--- config.mk ---
export PLATFORM = sky130hd
export DESIGN_NAME = quadrature_position_pid_servo
export DESIGN_NICKNAME = d
export VERILOG_FILES = /design/src/design/qpps_pkg.sv /design/src/design/qpps_cfg_regs.sv /design/src/design/qpps_pid_math.sv /design/src/design/quadrature_position_pid_servo.sv
export SDC_FILE = /design/constraint.sdc
export NUM_CORES = 2
export LEC_CHECK = 0
export BUFFER_PORTS_ARGS = -buffer_cell sky130_fd_sc_hd__clkbuf_2
export CELL_PAD_IN_SITES_DETAIL_PLACEMENT = 2
export CELL_PAD_IN_SITES_GLOBAL_PLACEMENT = 2
export CORE_UTILIZATION = 46
export DETAILED_ROUTE_END_ITERATION = 10
export PLACE_DENSITY_LB_ADDON = 0.1
export SYNTH_ARGS = -nofsm -noshare
export SYNTH_HDL_FRONTEND = slang
export SYNTH_HIERARCHICAL = 1
export SYNTH_SLANG_ARGS = --single-unit
export TNS_END_PERCENT = 100
--- constraint.sdc ---
create_clock -name clk -period 31.1 [get_ports clk]
set_input_delay 1.555 -clock clk [delete_from_list [all_inputs] [get_ports clk]]
set_output_delay 1.555 -clock clk [all_outputs]
set_load 0.05 [all_outputs]
--- src/design/qpps_pkg.sv ---
package qpps_pkg;

  // Item kinds carried on in_tuser
  localparam logic [1:0] OP_EDGE_A = 2'd0;
  localparam logic [1:0] OP_EDGE_B = 2'd1;
  localparam logic [1:0] OP_TICK   = 2'd2;

  // Configuration register indexes
  localparam int CFG_ADDR_W = 2;
  localparam logic [CFG_ADDR_W-1:0] REG_KP      = 2'd0;
  localparam logic [CFG_ADDR_W-1:0] REG_KI      = 2'd1;
  localparam logic [CFG_ADDR_W-1:0] REG_KD      = 2'd2;
  localparam logic [CFG_ADDR_W-1:0] REG_PWM_MAX = 2'd3;

  // Field and state widths
  localparam int GAIN_W   = 16;
  localparam int DUTY_W   = 8;
  localparam int REF_W    = 24;
  localparam int ERR_W    = 25;
  localparam int INT_W    = 32;
  localparam int CFG_W    = 16;
  localparam int IN_TDATA_W  = 32;
  localparam int IN_TUSER_W  = 2;
  localparam int OUT_TDATA_W = 40;

  localparam int POSITION_BITS_DEF = 24;

  // Reset values of the configuration registers
  localparam logic [GAIN_W-1:0] KP_RST      = 16'd256;
  localparam logic [GAIN_W-1:0] KI_RST      = 16'd0;
  localparam logic [GAIN_W-1:0] KD_RST      = 16'd0;
  localparam logic [DUTY_W-1:0] PWM_MAX_RST = 8'd100;

  typedef struct packed {
    logic [GAIN_W-1:0] kp;
    logic [GAIN_W-1:0] ki;
    logic [GAIN_W-1:0] kd;
    logic [DUTY_W-1:0] pwm_max;
  } cfg_t;

endpackage

--- src/design/qpps_cfg_regs.sv ---
module qpps_cfg_regs (
  input  logic                              clk,
  input  logic                              rst_n,
  input  logic                              cfg_we,
  input  logic [qpps_pkg::CFG_ADDR_W-1:0]   cfg_addr,
  input  logic [qpps_pkg::CFG_W-1:0]        cfg_wdata,
  output qpps_pkg::cfg_t                    cfg
);

  qpps_pkg::cfg_t cfg_r;

  // Gain and limit registers, written one at a time
  always_ff @(posedge clk) begin
    if (!rst_n) begin
      cfg_r.kp      <= qpps_pkg::KP_RST;
      cfg_r.ki      <= qpps_pkg::KI_RST;
      cfg_r.kd      <= qpps_pkg::KD_RST;
      cfg_r.pwm_max <= qpps_pkg::PWM_MAX_RST;
    end else if (cfg_we) begin
      case (cfg_addr)
        qpps_pkg::REG_KP:      cfg_r.kp      <= cfg_wdata;
        qpps_pkg::REG_KI:      cfg_r.ki      <= cfg_wdata;
        qpps_pkg::REG_KD:      cfg_r.kd      <= cfg_wdata;
        qpps_pkg::REG_PWM_MAX: cfg_r.pwm_max <= cfg_wdata[qpps_pkg::DUTY_W-1:0];
        default: ;
      endcase
    end
  end

  assign cfg = cfg_r;

endmodule

--- src/design/qpps_pid_math.sv ---
module qpps_pid_math #(
  parameter int POSITION_BITS = qpps_pkg::POSITION_BITS_DEF
) (
  input  qpps_pkg::cfg_t                          cfg,
  input  logic signed [qpps_pkg::REF_W-1:0]       reference,
  input  logic signed [POSITION_BITS-1:0]         pos,
  input  logic signed [qpps_pkg::INT_W-1:0]       integral,
  input  logic signed [qpps_pkg::ERR_W-1:0]       slope,
  input  logic signed [qpps_pkg::ERR_W-1:0]       last_error,
  output logic [qpps_pkg::DUTY_W-1:0]             mag,
  output logic                                    err_pos,
  output logic signed [qpps_pkg::INT_W-1:0]       integral_nxt,
  output logic signed [qpps_pkg::ERR_W-1:0]       slope_nxt,
  output logic signed [qpps_pkg::ERR_W-1:0]       error_nxt
);

  localparam int ERR_W = qpps_pkg::ERR_W;
  localparam int INT_W = qpps_pkg::INT_W;
  localparam int DW    = (POSITION_BITS > qpps_pkg::REF_W ?
                          POSITION_BITS : qpps_pkg::REF_W) + 1;
  localparam int PW    = ERR_W + qpps_pkg::GAIN_W + 1;
  localparam int IPW   = INT_W + qpps_pkg::GAIN_W + 1;
  localparam int UW    = IPW + 2;
  localparam int SW    = UW - 8;

  logic signed [DW-1:0]    diff;
  logic signed [ERR_W-1:0] err;
  logic signed [PW-1:0]    p_prod;
  logic signed [IPW-1:0]   i_prod;
  logic signed [PW-1:0]    d_prod;
  logic signed [UW-1:0]    u;
  logic [UW-1:0]           u_abs;
  logic [SW-1:0]           u_shr;
  logic signed [INT_W:0]   isum;
  logic signed [ERR_W:0]   sdiff;

  // Error, saturated to the error width
  assign diff = DW'(reference) - DW'(pos);

  always_comb begin
    if (diff[DW-1:ERR_W-1] == '0 || diff[DW-1:ERR_W-1] == '1) begin
      err = diff[ERR_W-1:0];
    end else begin
      err = diff[DW-1] ? {1'b1, {(ERR_W-1){1'b0}}} : {1'b0, {(ERR_W-1){1'b1}}};
    end
  end

  // P, I and D products, Q8.8
  assign p_prod = err * $signed({1'b0, cfg.kp});
  assign i_prod = integral * $signed({1'b0, cfg.ki});
  assign d_prod = slope * $signed({1'b0, cfg.kd});
  assign u      = UW'(p_prod) + UW'(i_prod) + UW'(d_prod);

  // Magnitude, drop the fraction, clamp to the duty limit
  assign u_abs = u[UW-1] ? UW'(-u) : UW'(u);
  assign u_shr = u_abs[UW-1:8];
  assign mag   = (u_shr > SW'(cfg.pwm_max)) ? cfg.pwm_max : u_shr[qpps_pkg::DUTY_W-1:0];

  assign err_pos = !err[ERR_W-1] && (err != '0);

  // Integral update, saturating
  assign isum = (INT_W+1)'(integral) + (INT_W+1)'(err);
  always_comb begin
    if (isum[INT_W] != isum[INT_W-1]) begin
      integral_nxt = isum[INT_W] ? {1'b1, {(INT_W-1){1'b0}}} : {1'b0, {(INT_W-1){1'b1}}};
    end else begin
      integral_nxt = isum[INT_W-1:0];
    end
  end

  // Slope update, saturating
  assign sdiff = (ERR_W+1)'(err) - (ERR_W+1)'(last_error);
  always_comb begin
    if (sdiff[ERR_W] != sdiff[ERR_W-1]) begin
      slope_nxt = sdiff[ERR_W] ? {1'b1, {(ERR_W-1){1'b0}}} : {1'b0, {(ERR_W-1){1'b1}}};
    end else begin
      slope_nxt = sdiff[ERR_W-1:0];
    end
  end

  assign error_nxt = err;

endmodule

--- src/design/quadrature_position_pid_servo.sv ---
// Quadrature position counter with a PID servo. Each input item is an encoder
// edge (channel A or B, with both channel levels) or a control tick carrying a
// reference position; every item gives exactly one result with the position
// after the item and the held up/down drive duties. The block takes one item
// per clock cycle, back to back, while the result side is not stalled. An item
// accepted sits in the input register; it moves on when the result register is
// free or being taken, its result is then loaded into the result register and
// out_tvalid rises. A stalled result side holds the input register and
// then in_tready. The tick path (error, three Q8.8 gain multiplies, sum,
// clamp) sits between these two registers and sets the clock rate. Gains and
// pwm_max may only be written while no item is in flight.
module quadrature_position_pid_servo #(
  parameter int POSITION_BITS = qpps_pkg::POSITION_BITS_DEF
) (
  input  logic                                 clk,
  input  logic                                 rst_n,
  // input channel
  input  logic                                 in_tvalid,
  output logic                                 in_tready,
  input  logic [qpps_pkg::IN_TDATA_W-1:0]      in_tdata,  // a_level, b_level, reference[23:0]
  input  logic [qpps_pkg::IN_TUSER_W-1:0]      in_tuser,  // operation[1:0]
  // result channel
  output logic                                 out_tvalid,
  input  logic                                 out_tready,
  output logic [qpps_pkg::OUT_TDATA_W-1:0]     out_tdata, // position[23:0], drive_up, drive_down
  // configuration
  input  logic                                 cfg_we,
  input  logic [qpps_pkg::CFG_ADDR_W-1:0]      cfg_addr,
  input  logic [qpps_pkg::CFG_W-1:0]           cfg_wdata
);

  localparam int REF_W  = qpps_pkg::REF_W;
  localparam int ERR_W  = qpps_pkg::ERR_W;
  localparam int INT_W  = qpps_pkg::INT_W;
  localparam int DUTY_W = qpps_pkg::DUTY_W;

  qpps_pkg::cfg_t cfg;

  // Input stage
  logic                    s1_valid_r;
  logic [1:0]              s1_op_r;
  logic                    s1_a_r;
  logic                    s1_b_r;
  logic signed [REF_W-1:0] s1_ref_r;
  logic                    s1_go;

  // Servo state
  logic signed [POSITION_BITS-1:0] count_r,      count_nxt;
  logic signed [INT_W-1:0]         integral_r;
  logic signed [ERR_W-1:0]         slope_r;
  logic signed [ERR_W-1:0]         last_error_r;
  logic [DUTY_W-1:0]               held_up_r,    held_up_nxt;
  logic [DUTY_W-1:0]               held_down_r,  held_down_nxt;

  // Result stage
  logic                    out_valid_r;
  logic [REF_W-1:0]        out_pos_r;
  logic [DUTY_W-1:0]       out_up_r;
  logic [DUTY_W-1:0]       out_down_r;

  // PID math outputs
  logic [DUTY_W-1:0]       mag;
  logic                    err_pos;
  logic signed [INT_W-1:0] integral_nxt;
  logic signed [ERR_W-1:0] slope_nxt;
  logic signed [ERR_W-1:0] error_nxt;

  logic is_edge;
  logic is_tick;
  logic step_up;

  qpps_cfg_regs u_cfg (
    .clk       (clk),
    .rst_n     (rst_n),
    .cfg_we    (cfg_we),
    .cfg_addr  (cfg_addr),
    .cfg_wdata (cfg_wdata),
    .cfg       (cfg)
  );

  // Handshake: the input stage moves on whenever the result register is free or being taken
  assign s1_go     = s1_valid_r && (!out_valid_r || out_tready);
  assign in_tready = !s1_valid_r || s1_go;

  always_ff @(posedge clk) begin
    if (!rst_n) begin
      s1_valid_r <= 1'b0;
    end else if (in_tready) begin
      s1_valid_r <= in_tvalid;
    end
  end

  always_ff @(posedge clk) begin
    if (in_tready && in_tvalid) begin
      s1_op_r  <= in_tuser[1:0];
      s1_a_r   <= in_tdata[0];
      s1_b_r   <= in_tdata[1];
      s1_ref_r <= in_tdata[REF_W+1:2];
    end
  end

  // Encoder step
  assign is_edge = (s1_op_r == qpps_pkg::OP_EDGE_A) || (s1_op_r == qpps_pkg::OP_EDGE_B);
  assign is_tick = (s1_op_r == qpps_pkg::OP_TICK);
  assign step_up = (s1_op_r == qpps_pkg::OP_EDGE_A) ? (s1_a_r == s1_b_r) : (s1_a_r != s1_b_r);

  always_comb begin
    count_nxt = count_r;
    if (is_edge) begin
      count_nxt = step_up ? count_r + POSITION_BITS'(1) : count_r - POSITION_BITS'(1);
    end
  end

  qpps_pid_math #(
    .POSITION_BITS (POSITION_BITS)
  ) u_pid (
    .cfg          (cfg),
    .reference    (s1_ref_r),
    .pos          (count_r),
    .integral     (integral_r),
    .slope        (slope_r),
    .last_error   (last_error_r),
    .mag          (mag),
    .err_pos      (err_pos),
    .integral_nxt (integral_nxt),
    .slope_nxt    (slope_nxt),
    .error_nxt    (error_nxt)
  );

  // Drive duties: new on a tick, held otherwise
  always_comb begin
    held_up_nxt   = held_up_r;
    held_down_nxt = held_down_r;
    if (is_tick) begin
      held_up_nxt   = err_pos ? mag : '0;
      held_down_nxt = err_pos ? '0 : mag;
    end
  end

  // State update when the item leaves the input stage
  always_ff @(posedge clk) begin
    if (!rst_n) begin
      count_r      <= '0;
      integral_r   <= '0;
      slope_r      <= '0;
      last_error_r <= '0;
      held_up_r    <= '0;
      held_down_r  <= '0;
    end else if (s1_go) begin
      count_r     <= count_nxt;
      held_up_r   <= held_up_nxt;
      held_down_r <= held_down_nxt;
      if (is_tick) begin
        integral_r   <= integral_nxt;
        slope_r      <= slope_nxt;
        last_error_r <= error_nxt;
      end
    end
  end

  // Result register
  always_ff @(posedge clk) begin
    if (!rst_n) begin
      out_valid_r <= 1'b0;
    end else if (s1_go) begin
      out_valid_r <= 1'b1;
    end else if (out_tready) begin
      out_valid_r <= 1'b0;
    end
  end

  always_ff @(posedge clk) begin
    if (s1_go) begin
      out_pos_r  <= REF_W'(count_nxt);
      out_up_r   <= held_up_nxt;
      out_down_r <= held_down_nxt;
    end
  end

  assign out_tvalid = out_valid_r;
  assign out_tdata  = {out_down_r, out_up_r, out_pos_r};

endmodule

==> run metrics <==
status finished, violations left; failing checks capacitance limit; kind of critical path flop to flop; Synth Area per Inst 9.067 um2; post_cts resized 0; Worst Hold Path Cells 2; CP Capture Type flop; CTS H-tree lvls 2; DRC Markers 0; Reg area 5652 um2; initial DRC count 2,447; Mapped Area 63,950 um2; Final Non-Filler Cells 8,812; port bufs 92; WL final 243.5 mm; Post CTS Setup Buffer Count 0; max-cap viol count 1; Slew Limit Fails 0; cell repeated most along the worst path fa_1; initial antenna violation count 10; Core Rows 136; CTS tree built; Worst-Skew Late Latency 0.67 ns; Die X 374.9 um; Synth async-reset ratio 0; largest net degree at the start of global routing 82; global-route wire length before repair 373.5 mm; Final period util 0.5735; Detail Route Antenna Nets 0; GP Congestion 0.8935; Placement Cell Area 66,380 um2; Syn Nets 8,957; vias in the first global route 61,201; crit path time final 17.84 ns; core area 137,700 um2; worst hold slack 0.4569 ns; top_reg_cell synth dfxtp_1; relative slew slack 0.0009592; fill count 14,867; crit path max-delay cell type fa_1; Critical Path AT 18.38 ns; final hold vios 0; class of the worst hold path flop to flop; IO Pins 99; pwr dens 44.62 nW/um2; clk sink count 248; Hold-fix buffers, CTS 0; area delta synth->final 5.920%; RSZ-0062 raised after global routing false; total iterations of the first detailed-routing run 5; NumNets Final 8,885; CP max FO 34; Setup-failing EPs final 0; Peak VDD IR 0.04934 mV; layout cells sized above 1 0.05192; Clock Pin Slew Worst Setup and Hold Paths 0.06 ns; yosys warns 6; GR Util All Layers 0.3549; CTS buffer count 38; Pwr Total 0.003023 W; drt via density 5.654; register area share after synthesis 0.08828; WL/cell 27.63 um; Required @ worst endpoint 31.64 ns; total grt overflow 0; slowest stage delay, CP 0.84 ns; final instance area 67,740 um2; synthesized instance count 7,053; fmax 0.05607 GHz; worst slew pin tran 1.497 ns; Cell variety after synth 106; TNS Setup 0 ns; footprint of the multi-input gates 51,070 um2; via count 49,819; final worst clock skew 0.06770 ns; Die Footprint 140,500 um2; crit path launch type flop; Die Ht 374.9 um; Seq cells post-synth 248; EDFF count, synth 68; leakage 31.46 nW; Max Root-Sink Buffers 3; worst reg-to-reg path cell count 68; Starting Density 0.4645; dpl cells 8,735; hpwl dp 202.2 mm; Root Buffer clkbuf_16
## power breakdown
group          total (W)  switching (W)  internal, W
registers       0.000383      0.0000344     0.000349
clock network   0.000479       0.000206     0.000273
logic            0.00216        0.00141     0.000750
## registers in the layout (all words and copies together), names as in the netlist, 24 cells and up
register	flops
last_error_r	25
slope_r	25
out_pos_r	24
integral_r	32
s1_ref_r	24
count_r	24
u_cfg/cfg	56
## per-stage QoR
step / setup slack [ns] / util
detailed placement: 13.39 / 0.4822
CTS: 13.29 / 0.4919
global route: 12.38 / 0.4919
floorplan: 16.35 / -
finish: 13.26 / 0.4920
global placement: 13.95 / 0.4822
## metal layers
layer  track usage  vias up  routed length (um)
met5             0        -                  42
met4        0.1722        8               12990
met3       0.04705      648               11420
met2        0.6361     1439              125800
met1        0.4175    26857               93220
li1              -    20867                   -
## cell type report
class | instances | area share
Antenna cell | 7 | 0.0002586
Clock buffer | 44 | 0.01496
Clock inverter | 26 | 0.004821
Inverter | 1638 | 0.09081
Multi-Input combinational cell | 4856 | 0.7539
Sequential cell | 248 | 0.08344
Tap cell | 1794 | 0.03314
Timing Repair Buffer | 199 | 0.01869
## cells by family after synthesis
| logic type | Yosys count | share of synthesized area |
|---|---|---|
| fa+ha+maj | 1851 | 0.5370 |
| flops | 248 | 0.08828 |
| compound gates | 616 | 0.06063 |
| xor+xnor | 153 | 0.02142 |
| simple gates | 2151 | 0.1627 |
| buf+inv | 1949 | 0.1161 |
| mux | 85 | 0.01379 |
## path summary, 6_finish.rpt
check                                      from         endpoint  slack, ns
worst min-delay path            last_error_r[7]  last_error_r[7]       0.46
worst max register to register       count_r[0]   held_down_r[5]      13.26
worst min register to register  last_error_r[7]  last_error_r[7]       0.46
worst max-delay path                 count_r[0]   held_down_r[5]      13.26
## synth_stat cells, drive strengths merged (9+ instances only)
cell type	number	area share
a2111oi	9	0.0012
a211oi	27	0.0034
a21o	56	0.0066
a21oi	263	0.021
a31oi	22	0.0024
and2	550	0.054
and3	30	0.0029
buf	25	0.0032
clkbuf	286	0.017
dfxtp	180	0.056
edfxtp	68	0.032
fa	1491	0.47
ha	356	0.070
inv	1638	0.096
mux2	16	0.0030
mux2i	69	0.011
nand2	1143	0.067
nand2b	35	0.0034
nand3	46	0.0036
nand4	35	0.0039
nor2	128	0.0075
nor2b	34	0.0033
nor3	38	0.0032
nor4	23	0.0026
o211ai	23	0.0028
o21a	16	0.0019
o21ai	94	0.0074
o21bai	12	0.0014
o31ai	12	0.0014
or2	16	0.0016
or3	26	0.0026
or4	13	0.0017
xnor2	98	0.013
xor2	54	0.0076
## critical path: cells and delay by family (launching register included)
| kind | cells | cell delay [ns] |
|---|---|---|
| AO/OA/AOI/OAI | 31 | 7.03 |
| multiplexers | 1 | 0.38 |
| XOR/XNOR | 2 | 0.35 |
| buffers and inverters | 9 | 1.02 |
| flip-flops | 1 | 0.60 |
| adder cells (fa/ha/maj) | 13 | 6.40 |
| AND/OR/NAND/NOR | 12 | 1.89 |
## layout by cell type (no fill, tap or decap), drive strengths merged, types with 34 or more instances in the layout
cell type and n:
inv 1642, nor2 128, nand2b 35, a21o 56, xnor2 98, clkbuf 135, and2 550, fa 1491
mux2i 69, edfxtp 68, buf 108, a21oi 263, nor2b 34, o21ai 94, nand2 1143, ha 356
xor2 54, nand3 46, nor3 38, nand4 35, dfxtp 180
(Power assumes the default switching activity.)
